==> src/rtl/dnms_pkg.sv <==
package dnms_pkg;

   localparam int MAX_BOXES = 64;
   localparam int IDX_W = (MAX_BOXES > 1) ? $clog2(MAX_BOXES) : 1;
   localparam int CNT_W = $clog2(MAX_BOXES + 1);

   localparam int QUEUE_DEPTH = 4;
   localparam int QPTR_W = $clog2(QUEUE_DEPTH);

   localparam logic [15:0] THRESH_RESET = 16'h8000;

   // cx sits in the low bits, h in the high bits
   typedef struct packed {
      logic [15:0] h;
      logic [15:0] w;
      logic [15:0] cy;
      logic [15:0] cx;
   } geom_type;

   localparam int GEOM_W = $bits(geom_type);
   localparam int SC_W = 24;

   // one queued word: a box to store, a frame close, or both
   typedef struct packed {
      logic is_box;
      logic is_end;
      geom_type geom;
      logic [15:0] score;
      logic [7:0] class_id;
   } word_type;

endpackage

==> src/rtl/dnms_queue.sv <==
module dnms_queue (
   input  logic clock,
   input  logic reset,
   input  logic push,
   input  dnms_pkg::word_type push_word,
   output logic full,
   input  logic pop,
   output dnms_pkg::word_type pop_word,
   output logic empty
);

   dnms_pkg::word_type entries_ff [dnms_pkg::QUEUE_DEPTH];
   logic [dnms_pkg::QPTR_W-1:0] wr_ptr_ff, wr_ptr_in, rd_ptr_ff, rd_ptr_in;
   logic [dnms_pkg::QPTR_W:0] count_ff, count_in;
   logic do_push, do_pop;

   assign full = (count_ff == (dnms_pkg::QPTR_W + 1)'(dnms_pkg::QUEUE_DEPTH));
   assign empty = (count_ff == '0);
   assign do_push = push && !full;
   assign do_pop = pop && !empty;
   assign pop_word = entries_ff[rd_ptr_ff];

   always_comb begin
      wr_ptr_in = wr_ptr_ff;
      rd_ptr_in = rd_ptr_ff;
      count_in = count_ff;
      if (do_push) begin
         wr_ptr_in = wr_ptr_ff + 1'b1;
      end
      if (do_pop) begin
         rd_ptr_in = rd_ptr_ff + 1'b1;
      end
      if (do_push && !do_pop) begin
         count_in = count_ff + 1'b1;
      end else if (!do_push && do_pop) begin
         count_in = count_ff - 1'b1;
      end
   end

   always_ff @(posedge clock) begin
      if (reset) begin
         wr_ptr_ff <= '0;
         rd_ptr_ff <= '0;
         count_ff <= '0;
      end else begin
         wr_ptr_ff <= wr_ptr_in;
         rd_ptr_ff <= rd_ptr_in;
         count_ff <= count_in;
      end
   end

   always_ff @(posedge clock) begin
      if (do_push) begin
         entries_ff[wr_ptr_ff] <= push_word;
      end
   end

endmodule

==> config.mk <==
export PLATFORM = sky130hd
export DESIGN_NAME = dnms_queue
export DESIGN_NICKNAME = d
export VERILOG_FILES = /design/src/rtl/dnms_pkg.sv /design/src/rtl/dnms_queue.sv
export SDC_FILE = /design/constraint.sdc
export NUM_CORES = 1
export LEC_CHECK = 0
export BUFFER_PORTS_ARGS = -buffer_cell sky130_fd_sc_hd__buf_2
export CAP_MARGIN = 20
export CORE_MARGIN = 1
export CORE_UTILIZATION = 61
export DETAILED_ROUTE_END_ITERATION = 8
export GPL_TIMING_DRIVEN = 1
export PLACE_DENSITY = 0.82
export SYNTH_ARGS = -nofsm -noshare
export SYNTH_HDL_FRONTEND = slang
export SYNTH_SLANG_ARGS = --single-unit
==> constraint.sdc <==
create_clock -name clock -period 9.2 [get_ports clock]
set_input_delay 0 -clock clock [delete_from_list [all_inputs] [get_ports clock]]
set_output_delay 0 -clock clock [all_outputs]
set_load 0.01 [all_outputs]
# Word level (Yosys, flattened, before mapping)
# Memories as Yosys holds them, arrays and structs flattened. A register that Yosys moved wholly into a read port is not among the register bits.
# Cells that the tools add are included.
# word_totals
reg_bits	7
mem_bits_rw	360
output_inout_bits	92
wordCells	25
n_memories	1
# classes
n_addsub	4
n_eq_ne	1
muxes	6
reduce_logical	10
# memory_table
name	depth	width	rd	rd_clocked_by_memory_dff	wr	line	text
entries_ff	4	90	1	1	1	dnms_queue.sv:12	dnms_pkg::word_type entries_ff [dnms_pkg::QUEUE_DEPTH];
# op_table
op	n
3-bit two-way mux	2
2-bit by 1-bit adder with 2-bit output (second input constant)	2
1-bit logical AND	4
1-bit zero test	4
2-bit two-way mux	2
3-bit by 1-bit adder with 3-bit output (second input constant)	1
3-bit == test (second input constant)	1
3-bit zero test	1
3-bit by 1-bit subtractor with 3-bit output (second input constant)	1
1-bit two-way mux	2
2-bit nonzero test	1

# Depth between registers and ports, before layout
# Gate-level depths: netlist of run 1.
# logic_depth
depth_word	7
ltp_mapped	8
mapped_depth_nobuf	8

# Worst setup path before layout of run 1
# Ideal clock, no wire load.
# synth_timing
kind	register -> register
from	register count_ff[0] in the netlist's numbering
to	memory entries_ff[0][0] in the netlist's numbering (enable)
arrival_time_ns	2.931
t_required_ns	8.741
path_slack_ns	5.811
path_stages_with_launch	4
period_less_slack_ns	3.389
path_cell_list	dfxtp_1 > nor3b_2 > nor2_1 > and2_1
# synth_via
elab_chain_len	5
# synth_rtl
element	line	text
from (decl)	dnms_queue.sv:14	logic [dnms_pkg::QPTR_W:0] count_ff, count_in;
from (signal assigned)	dnms_queue.sv:48	count_ff <= count_in;
3-bit == test	dnms_queue.sv:17	assign full = (count_ff == (dnms_pkg::QPTR_W + 1)'(dnms_pkg::QUEUE_DEPTH));
named net full	dnms_queue.sv:6	output logic full,
1-bit zero test	dnms_queue.sv:19	assign do_push = push && !full;
1-bit logical AND	dnms_queue.sv:19	
named net do_push	dnms_queue.sv:15	logic do_push, do_pop;
1-bit two-way mux	dnms_queue.sv:53	if (do_push) begin
1-bit two-way mux (implied by the code)	dnms_queue.sv:54	entries_ff[wr_ptr_ff] <= push_word;
to (decl)	dnms_queue.sv:12	
# The timed path passes the listed nets, and every way through them passes these cells.

==> results of run 1 <==
flip-flops by register name, indices dropped and copies added, names as in the netlist, named ones only:
name        cells
entries_ff    360
rd_ptr_ff       2
wr_ptr_ff       2
count_ff        3
routing by layer:
layer,global-route usage,up-vias,wire length [um]
li1,-,2825,-
met1,0.287,3321,9590
met2,0.416,195,14200
met3,0.0503,51,1310
met4,0.0820,0,642
met5,0,-,0
final cells by class:
cell class | instances | share of cell area
antenna | 1 | 0.000150
clock buffer | 47 | 0.0579
clock inverter | 14 | 0.00706
inverter | 4 | 0.000902
multi-input combinational | 124 | 0.138
sequential | 369 | 0.661
tap | 280 | 0.0210
timing repair buffer | 284 | 0.114
worst max-delay path, stage by stage (launching register included):
cell and delay (ps):
dfxtp_4 880, buf_4 880, mux4_2 630, buf_2 160
synthesized netlist by cell type (all sizes together), types with 2 or more instances:
cell      n  area (um2)
a21oi     2        10.0
and2      4        25.0
buf      20         240
dfxtp     9         180
edfxtp  360       10800
ha        5        62.6
inv       4        15.0
mux2i     2        20.0
mux4     90        2030
nand2b    2        12.5
nor2      6        22.5
o21ai     2        10.0
or3       2        12.5
xor2      4        35.0
worst min-delay path by stage:
stage	endpoint
global route	entries_ff[3][80]
finish	entries_ff[1][60]
detailed placement	entries_ff[2][24]
global placement	entries_ff[0][39]
CTS	entries_ff[3][13]
floorplan	entries_ff[0][0]
power groups by stage:
stage | Sequential, mW | Clock [mW] | Combinational, mW
after global placement | 2.15 | 0 | 0.897
after global routing | 2.15 | 1.43 | 1.02
after CTS | 2.13 | 1.37 | 0.954
final | 2.13 | 1.35 | 0.943
after floorplan | 2.09 | 0 | 0.718
after detailed placement | 2.17 | 0 | 0.915
through the flow:
stage	cells	hold slack [ps]	setup WS [ps]	power (mW)
after floorplan	518	98.9	5810	2.81
after global placement	968	209	6490	3.05
after detailed placement	968	216	6400	3.08
after CTS	1122	227	5960	4.46
after global routing	1122	233	5790	4.60
final	1123	252	6100	4.42
logic make-up after synthesis:
group	Yosys count	share of synthesized area
AOI/OAI and AO/OA	6	0.00268
xor gates and xnor gates	4	0.00259
adders and majority gates	6	0.00610
buffers and inverters	25	0.0191
DFF	369	0.812
muxes	92	0.151
and+or+nand+nor	16	0.00665
==> results.py, run 1 <==
metrics = {
    "timing": {
        "hold_viol_final": 0,
        "fin_crit_ps": 3100,
        "tightest_slew_ps": 977,
        "finalClockSkew_ps": 10.7,
        "relSlewSlack": 0.349,
        "drv_slew": 0,
        "fmax_mhz": 322,
        "setup_viol_count_final": 0,
        "rsz0062_at_grt": "false",
        "post-route-period-util": 0.337,
        "tns_ps": 0,
    },
    "critical_path": {
        "critPathMaxFanout": 50,
        "r2r_setup_slack_ps": 6370,
        "crit_type": "reg2out",
        "endpoint_kind": "output pin",
        "crit-reg2reg-launch": "count_ff[0]",
        "required_ps": 9200,
        "worstPathArrival_ps": 3100,
        "startpoint_type": "flop",
        "r2r_cells": 4,
        "crit_path_end": "pop_word[48]",
        "crit-reg2reg-capture": "entries_ff[0][40]",
    },
    "route": {
        "wl_mm": 25.7,
        "route.detailed.drc": 0,
        "detail_route.vias_per_cell": 5.69,
        "antenna_left": 0,
        "drtPass1Iterations": 5,
        "routedWlPerCell_um": 22.9,
        "drt_iter0_markers": 436,
        "via_count": 6392,
    },
    "hold_path": {
        "min_path_type": "in2reg",
        "holdCritStartpoint": "push_word[60]",
        "whs_path_depth": 2,
    },
    "cells_and_area": {
        "nFillCells": 1144,
        "fin_area_mm2": 0.0166,
        "nets": 918,
        "fin_util": 0.763,
        "multiInputGateArea_mm2": 0.00230,
        "drive_gt1_frac": 0.398,
        "area_growth_pct": 23.0,
        "final_cell_mix": "edfxtp_1 (360), buf_2 (185), dlygate4sd3_1 (93), mux4_2 (90), clkbuf_16 (37)",
        "final_common_cell": "edfxtp_1",
        "ff_latch_area_mm2": 0.0110,
    },
    "clock_tree": {
        "cts-htree-levels": 2,
        "cts_tree": "yes",
        "cts_setup_buffers": 0,
        "cts_resized": 0,
        "cts.clk_slew.worst_paths_ps": 60,
        "cts.sinks": 369,
        "cts_buffers": 35,
        "ctsRootBufferMaster": "clkbuf_16",
        "cts_hold_buf": 93,
        "clock_latency_ps": 500,
        "clockBufferDepth": 3,
    },
    "floorplan": {
        "fp.dieW_um": 151,
        "core_area_mm2": 0.0218,
        "die_h_um": 151,
        "io_pins": 186,
        "initial_core_util": 0.620,
        "die-area_mm2": 0.0228,
        "row_count": 54,
    },
    "global_route": {
        "grt_max_degree": 51,
        "grt_pass1_wl_mm": 38.7,
        "track_usage": 0.235,
        "grt.overflow.total": 0,
        "antenna_found_initial": 0,
        "grt_pass1_vias": 6918,
    },
    "power_and_ir_drop": {
        "seq_power_share": 0.481,
        "peakVddDrop_uv": 246,
        "switchingPower_mw": 1.12,
        "p_int_mw": 3.30,
        "p_leak_nw": 5.67,
        "p_sw_frac": 0.254,
        "pwr-share-comb": 0.213,
        "p_clk_frac": 0.305,
        "power_density_mw_per_mm2": 265,
    },
    "synthesis": {
        "syn_area_per_cell_um2": 26.1,
        "netlist_instances": 518,
        "seq_area_frac_synth": 0.812,
        "ys.flop_type": "edfxtp_1",
        "syn_area_mm2": 0.0135,
        "ys_types": 23,
        "async_flop_share": 0,
        "synth_seq_cells": 369,
        "ys_warn_count": 0,
        "synth_edf_count": 360,
        "synth_fp_nets": 618,
    },
    "place": {
        "port_buffers": 185,
        "place.detailed.hpwl_mm": 14.3,
        "placed_cell_area_mm2": 0.0146,
        "globalplace.congestion": 0.737,
    },
    "job": {
        "max-cap-violations": 0,
    },
    "status": {
        "status": "completed",
    },
}
Note: power is estimated with default switching activity, not from simulation.
==> inputs of run 2 (changes only) <==
--- a/config.mk
+++ b/config.mk
@@ -5,13 +5,14 @@
 export SDC_FILE = /design/constraint.sdc
 export NUM_CORES = 1
 export LEC_CHECK = 0
+export ABC_AREA = 1
 export BUFFER_PORTS_ARGS = -buffer_cell sky130_fd_sc_hd__buf_2
 export CAP_MARGIN = 20
 export CORE_MARGIN = 1
-export CORE_UTILIZATION = 61
+export CORE_UTILIZATION = 51
 export DETAILED_ROUTE_END_ITERATION = 8
 export GPL_TIMING_DRIVEN = 1
-export PLACE_DENSITY = 0.82
+export PLACE_DENSITY = 0.73
 export SYNTH_ARGS = -nofsm -noshare
 export SYNTH_HDL_FRONTEND = slang
 export SYNTH_SLANG_ARGS = --single-unit
==> constraint.sdc (replaced) <==
create_clock -name clock -period 2.7 [get_ports clock]
set_input_delay 0 -clock clock [delete_from_list [all_inputs] [get_ports clock]]
set_output_delay 0 -clock clock [all_outputs]
set_load 0.01 [all_outputs]
==> results.py, run 2 <==
metrics = {
    "status": {
        "status": "finished, violations left",
        "violations": "DRC",
    },
    "hold_path": {
        "min_path_type": "in2reg",
    },
    "clock_tree": {
        "cts_setup_buffers": 0,
        "cts-htree-levels": 2,
        "cts.clk_slew.worst_paths_ps": 60,
        "cts.sinks": 369,
        "cts_buffers": 38,
        "clock_latency_ps": 520,
        "ctsRootBufferMaster": "clkbuf_16",
        "clockBufferDepth": 3,
        "cts_tree": "yes",
    },
    "cells_and_area": {
        "final_cell_mix": "edfxtp_1 (360), nor2_1 (190), buf_2 (185), o21ai_0 (171), dlygate4sd3_1 (93)",
        "final_common_cell": "edfxtp_1",
        "fin_area_mm2": 0.0172,
        "nFillCells": 1833,
        "drive_gt1_frac": 0.206,
        "reg_top3": "entries_ff (360), count_ff (3)",
        "largest_register_ffs": 360,
        "nets": 1316,
        "top_register": "entries_ff",
        "area_growth_pct": 25.0,
    },
    "synthesis": {
        "synth_common_cells": "edfxtp_1 (360), nor2_1 (194), o21ai_0 (171)",
        "seq_area_frac_synth": 0.798,
        "yosys.area_share.adder": 0.00600,
        "synth_top_area_frac": 0.785,
        "synth_most_common_cell": "edfxtp_1",
        "muxShareOfSynthArea": 0,
        "yosys.area.top_type": "edfxtp_1",
        "netlist_instances": 940,
        "ys_types": 20,
        "synth_top_family_by_area": "compound AO/OA/AOI/OAI gates",
        "synth-simple-area-share": 0.0590,
        "synth_seq_cells": 369,
        "synth_edf_count": 360,
        "syn_area_mm2": 0.0138,
        "async_flop_share": 0,
        "synth_xor_area_frac": 0.000636,
        "synth_fp_nets": 1040,
        "syn_area_per_cell_um2": 14.6,
        "synth_area_leaders": "edfxtp_1 (79%), o21ai_0 (6.2%), nor2_1 (5.3%)",
        "ys_warn_count": 0,
        "ys.flop_type": "edfxtp_1",
        "synth_compound_area_frac": 0.108,
    },
    "timing": {
        "setup_viol_count_final": 0,
        "holdWs_ps": 234,
        "tightest_slew_ps": 839,
        "finalClockSkew_ps": 18.6,
        "tns_ps": 0,
        "fmax_mhz": 436,
        "drv_slew": 0,
        "post-route-period-util": 0.850,
        "fin_crit_ps": 2290,
        "rsz0062_at_grt": "false",
        "relSlewSlack": 0.441,
        "hold_viol_final": 0,
    },
    "power_and_ir_drop": {
        "seq_power_share": 0.450,
        "p_sw_frac": 0.293,
        "peakVddDrop_uv": 624,
        "power_density_mw_per_mm2": 919,
        "p_int_mw": 11.2,
        "pwr-share-comb": 0.237,
        "power_mw": 15.8,
        "p_leak_nw": 6.10,
        "switchingPower_mw": 4.62,
        "p_clk_frac": 0.313,
    },
    "critical_path": {
        "required_ps": 2700,
        "worstPathArrival_ps": 2290,
        "cp_slowest_stage_delay_ps": 470,
        "startpoint_type": "flop",
        "endpoint_kind": "output pin",
        "crit_buf_inv": 3,
        "r2r_setup_slack_ps": 510,
        "crit_chain": "inv_2 -> buf_4 -> o21ai_0 -> o22ai_1 -> buf_2",
        "crit_family": "buffers and inverters",
        "crit_type": "reg2out",
        "critPathMaxFanout": 29,
        "slowest_stage": "inv_2",
    },
    "job": {
        "max-cap-violations": 0,
    },
    "global_route": {
        "track_usage": 0.209,
        "antenna_found_initial": 3,
        "grt_pass1_vias": 8520,
        "grt_max_degree": 181,
        "grt_pass1_wl_mm": 45.0,
        "grt.overflow.total": 0,
    },
    "route": {
        "route.detailed.drc": 12,
        "wl_mm": 29.1,
        "detail_route.vias_per_cell": 5.45,
        "antenna_left": 0,
        "via_count": 8623,
        "drtPass1Iterations": 7,
        "routedWlPerCell_um": 18.4,
        "drt_iter0_markers": 745,
    },
    "floorplan": {
        "initial_core_util": 0.524,
        "row_count": 59,
        "io_pins": 186,
        "fp.dieW_um": 166,
        "die_h_um": 166,
        "die-area_mm2": 0.0277,
        "core_area_mm2": 0.0263,
    },
    "place": {
        "place.detailed.hpwl_mm": 15.9,
        "globalplace.congestion": 0.780,
        "port_buffers": 185,
        "placed_cell_area_mm2": 0.0151,
    },
}
-- run 2: cell types whose count changed in the layout (fill, tap and decap cells not counted), sizes merged, moves of 3 or more --
cell,previous run,this run
and2,4,0
clkbuf,47,51
nor2,6,194
o21ai,2,181
nand2,0,15
xor2,4,1
o22ai,0,90
nand3,0,4
mux4,90,0
buf,191,201
inv,4,18
-- run 2: final timing paths --
kind            startpoint  cells past startpoint                end
max                   flop                      5       pop_word[78]
max reg2reg    count_ff[1]                      9        count_ff[1]
min reg2reg   rd_ptr_ff[0]                      2               flop
min          push_word[81]                      2  entries_ff[2][81]
-- run 2: logic make-up (layout without fill, tap and decap cells) --
group | count (synthesis) | in the layout
AO/OA/AOI/OAI | 274 | 274
XOR/XNOR | 1 | 1
adder cells (fa/ha/maj) | 6 | 6
buffers and inverters | 76 | 380
flip-flops | 369 | 369
other | 0 | 2
AND/OR/NAND/NOR | 214 | 214
-- run 2: cell type report --
cell class	instances	area (um2)	share of cell area
Sequential cell	369	11000	0.639
Multi-Input combinational cell	495	2420	0.140
Timing Repair Buffer	294	2100	0.122
Clock buffer	51	1020	0.0593
Tap cell	335	419	0.0244
Clock inverter	17	174	0.0101
Inverter	18	72.6	0.00422
Antenna cell	2	5.00	0.000291
-- run 2: layer usage --
metal / share of wire / global-route usage
met4: 0.025 / 0.0785
met2: 0.49 / 0.345
met5: 0.00027 / 0
met1: 0.42 / 0.274
met3: 0.069 / 0.0441
-- run 2: per-stage QoR --
step                utilization  setup slack, ps  instances
floorplan                     -             -779        940
global route              0.655              296       1581
global placement          0.574              619       1418
detailed placement        0.574              525       1418
finish                    0.655              405       1581
CTS                       0.655              408       1579
-- run 2: power groups by stage --
stage | clock, mW | sequential [mW] | combinational (mW)
after floorplan | 0 | 7.22 | 2.22
after global placement | 0 | 7.21 | 3.59
after detailed placement | 0 | 7.23 | 3.65
after CTS | 5.03 | 7.11 | 3.77
after global routing | 5.25 | 7.15 | 4.11
final | 4.95 | 7.11 | 3.75
-- run 2: timing repair --
item	in CTS	in global routing
hold buffers	93	0
resized for setup	0	0
hold endpoints to repair	369	0
==> inputs of run 3 (changes only) <==
--- a/config.mk
+++ b/config.mk
@@ -9,10 +9,10 @@
 export BUFFER_PORTS_ARGS = -buffer_cell sky130_fd_sc_hd__buf_2
 export CAP_MARGIN = 20
 export CORE_MARGIN = 1
-export CORE_UTILIZATION = 51
+export CORE_UTILIZATION = 57
 export DETAILED_ROUTE_END_ITERATION = 8
 export GPL_TIMING_DRIVEN = 1
-export PLACE_DENSITY = 0.73
+export PLACE_DENSITY = 0.77
 export SYNTH_ARGS = -nofsm -noshare
 export SYNTH_HDL_FRONTEND = slang
 export SYNTH_SLANG_ARGS = --single-unit
==> constraint.sdc (replaced) <==
create_clock -name clock -period 2.4 [get_ports clock]
set_input_delay 0 -clock clock [delete_from_list [all_inputs] [get_ports clock]]
set_output_delay 0 -clock clock [all_outputs]
set_load 0.01 [all_outputs]
==> results.py, run 3 (synthesized netlist as in run 2, its figures left out) <==
metrics = {
    "cells_and_area": {
        "ff_latch_area_mm2": 0.0110,
        "drive_gt1_frac": 0.208,
        "nets": 1320,
        "final_common_cell": "edfxtp_1",
        "top_register": "entries_ff",
        "area_growth_pct": 24.2,
        "largest_register_ffs": 360,
        "fin_area_mm2": 0.0171,
        "nFillCells": 1471,
        "fin_cells": 1565,
        "multiInputGateArea_mm2": 0.00243,
        "final_cell_mix": "edfxtp_1 (360), nor2_1 (190), buf_2 (185), o21ai_0 (171), dlygate4sd3_1 (94)",
        "reg_top3": "entries_ff (360), count_ff (3)",
    },
    "power_and_ir_drop": {
        "peakVddDrop_uv": 731,
        "p_leak_nw": 6.07,
        "power_density_mw_per_mm2": 1020,
    },
    "floorplan": {
        "die-area_mm2": 0.0248,
        "core_area_mm2": 0.0236,
        "die_h_um": 157,
        "fp.dieW_um": 157,
        "io_pins": 186,
        "initial_core_util": 0.583,
        "row_count": 56,
    },
    "clock_tree": {
        "clockBufferDepth": 3,
        "cts_hold_buf": 94,
        "cts_tree": "yes",
        "cts.sinks": 369,
        "cts_setup_buffers": 0,
        "clock_latency_ps": 500,
        "cts_buffers": 37,
        "cts_resized": 0,
        "ctsRootBufferMaster": "clkbuf_16",
        "cts.clk_slew.worst_paths_ps": 60,
        "cts-htree-levels": 2,
    },
    "critical_path": {
        "required_ps": 2400,
        "critPathMaxFanout": 63,
        "crit_type": "reg2out",
        "endpoint_kind": "output pin",
        "startpoint_type": "flop",
        "worstPathArrival_ps": 2130,
    },
    "route": {
        "drtPass1Iterations": 7,
        "via_count": 8811,
        "routedWlPerCell_um": 18.8,
        "drt_iter0_markers": 749,
        "antenna_left": 0,
        "route.detailed.drc": 0,
        "detail_route.vias_per_cell": 5.63,
        "wl_mm": 29.4,
    },
    "timing": {
        "fmax_mhz": 469,
        "fin_crit_ps": 2130,
        "tightest_slew_ps": 677,
        "drv_slew": 0,
        "relSlewSlack": 0.549,
        "tns_ps": 0,
        "holdWs_ps": 248,
        "setup_viol_count_final": 0,
        "finalClockSkew_ps": 8.90,
        "post-route-period-util": 0.889,
        "hold_viol_final": 0,
        "rsz0062_at_grt": "false",
    },
    "hold_path": {
        "min_path_type": "in2reg",
    },
    "global_route": {
        "grt_max_degree": 143,
        "grt_pass1_vias": 8663,
        "grt_pass1_wl_mm": 44.3,
        "grt.overflow.total": 0,
        "antenna_found_initial": 3,
        "track_usage": 0.237,
    },
    "place": {
        "placed_cell_area_mm2": 0.0151,
        "place.detailed.hpwl_mm": 15.7,
        "globalplace.congestion": 0.751,
        "port_buffers": 185,
        "dp_cells": 1406,
    },
    "status": {
        "status": "completed",
    },
    "job": {
        "max-cap-violations": 0,
    },
}
run 3: report_power, final:
part | total, mW | internal [mW] | leakage, nW | switching [mW]
combinational | 4.22 | 1.45 | 2.18 | 2.77
clock | 5.21 | 3.05 | 0.522 | 2.16
sequential | 8.01 | 7.83 | 3.37 | 0.173
total | 17.4 | 12.3 | 6.07 | 5.11
run 3: path summary, 6_finish.rpt:
check | to | from | depth (start not counted) | slack [ps]
worst max-delay path | pop_word[9] | flop | 4 | 270
worst min-delay path | entries_ff[2][49] | push_word[49] | 2 | 250
worst max register to register | count_ff[1] | count_ff[1] | 9 | 460
worst min register to register | rd_ptr_ff[0] | rd_ptr_ff[0] | 2 | 510
run 3: layout make-up:
cell class	instances	share of cell area
clock inverter	11	0.00571
multi-input combinational	495	0.142
tap	319	0.0233
timing repair buffer	299	0.124
sequential	369	0.643
clock buffer	51	0.0572
antenna	3	0.000439
inverter	18	0.00424
run 3: layer usage:
layer,part of all wire,vias up,GRT usage
met1,0.39,4236,0.286
met2,0.50,405,0.420
li1,-,4097,-
met4,0.031,0,0.0929
met5,0,-,0
met3,0.078,73,0.0465
run 3: through the flow:
step | power [mW] | setup slack [ps] | utilization
final | 17.4 | 266 | 0.724
after global routing | 18.2 | 154 | 0.724
after CTS | 17.5 | 266 | 0.724
after detailed placement | 12.2 | 469 | 0.638
after global placement | 12.1 | 530 | 0.638
after floorplan | 10.6 | 17.0 | -
run 3: critical path, stage by stage (launching register included):
cell and delay (ps):
dfxtp_2 350, buf_4 560, o21ai_0 240, o22ai_1 290, buf_2 190
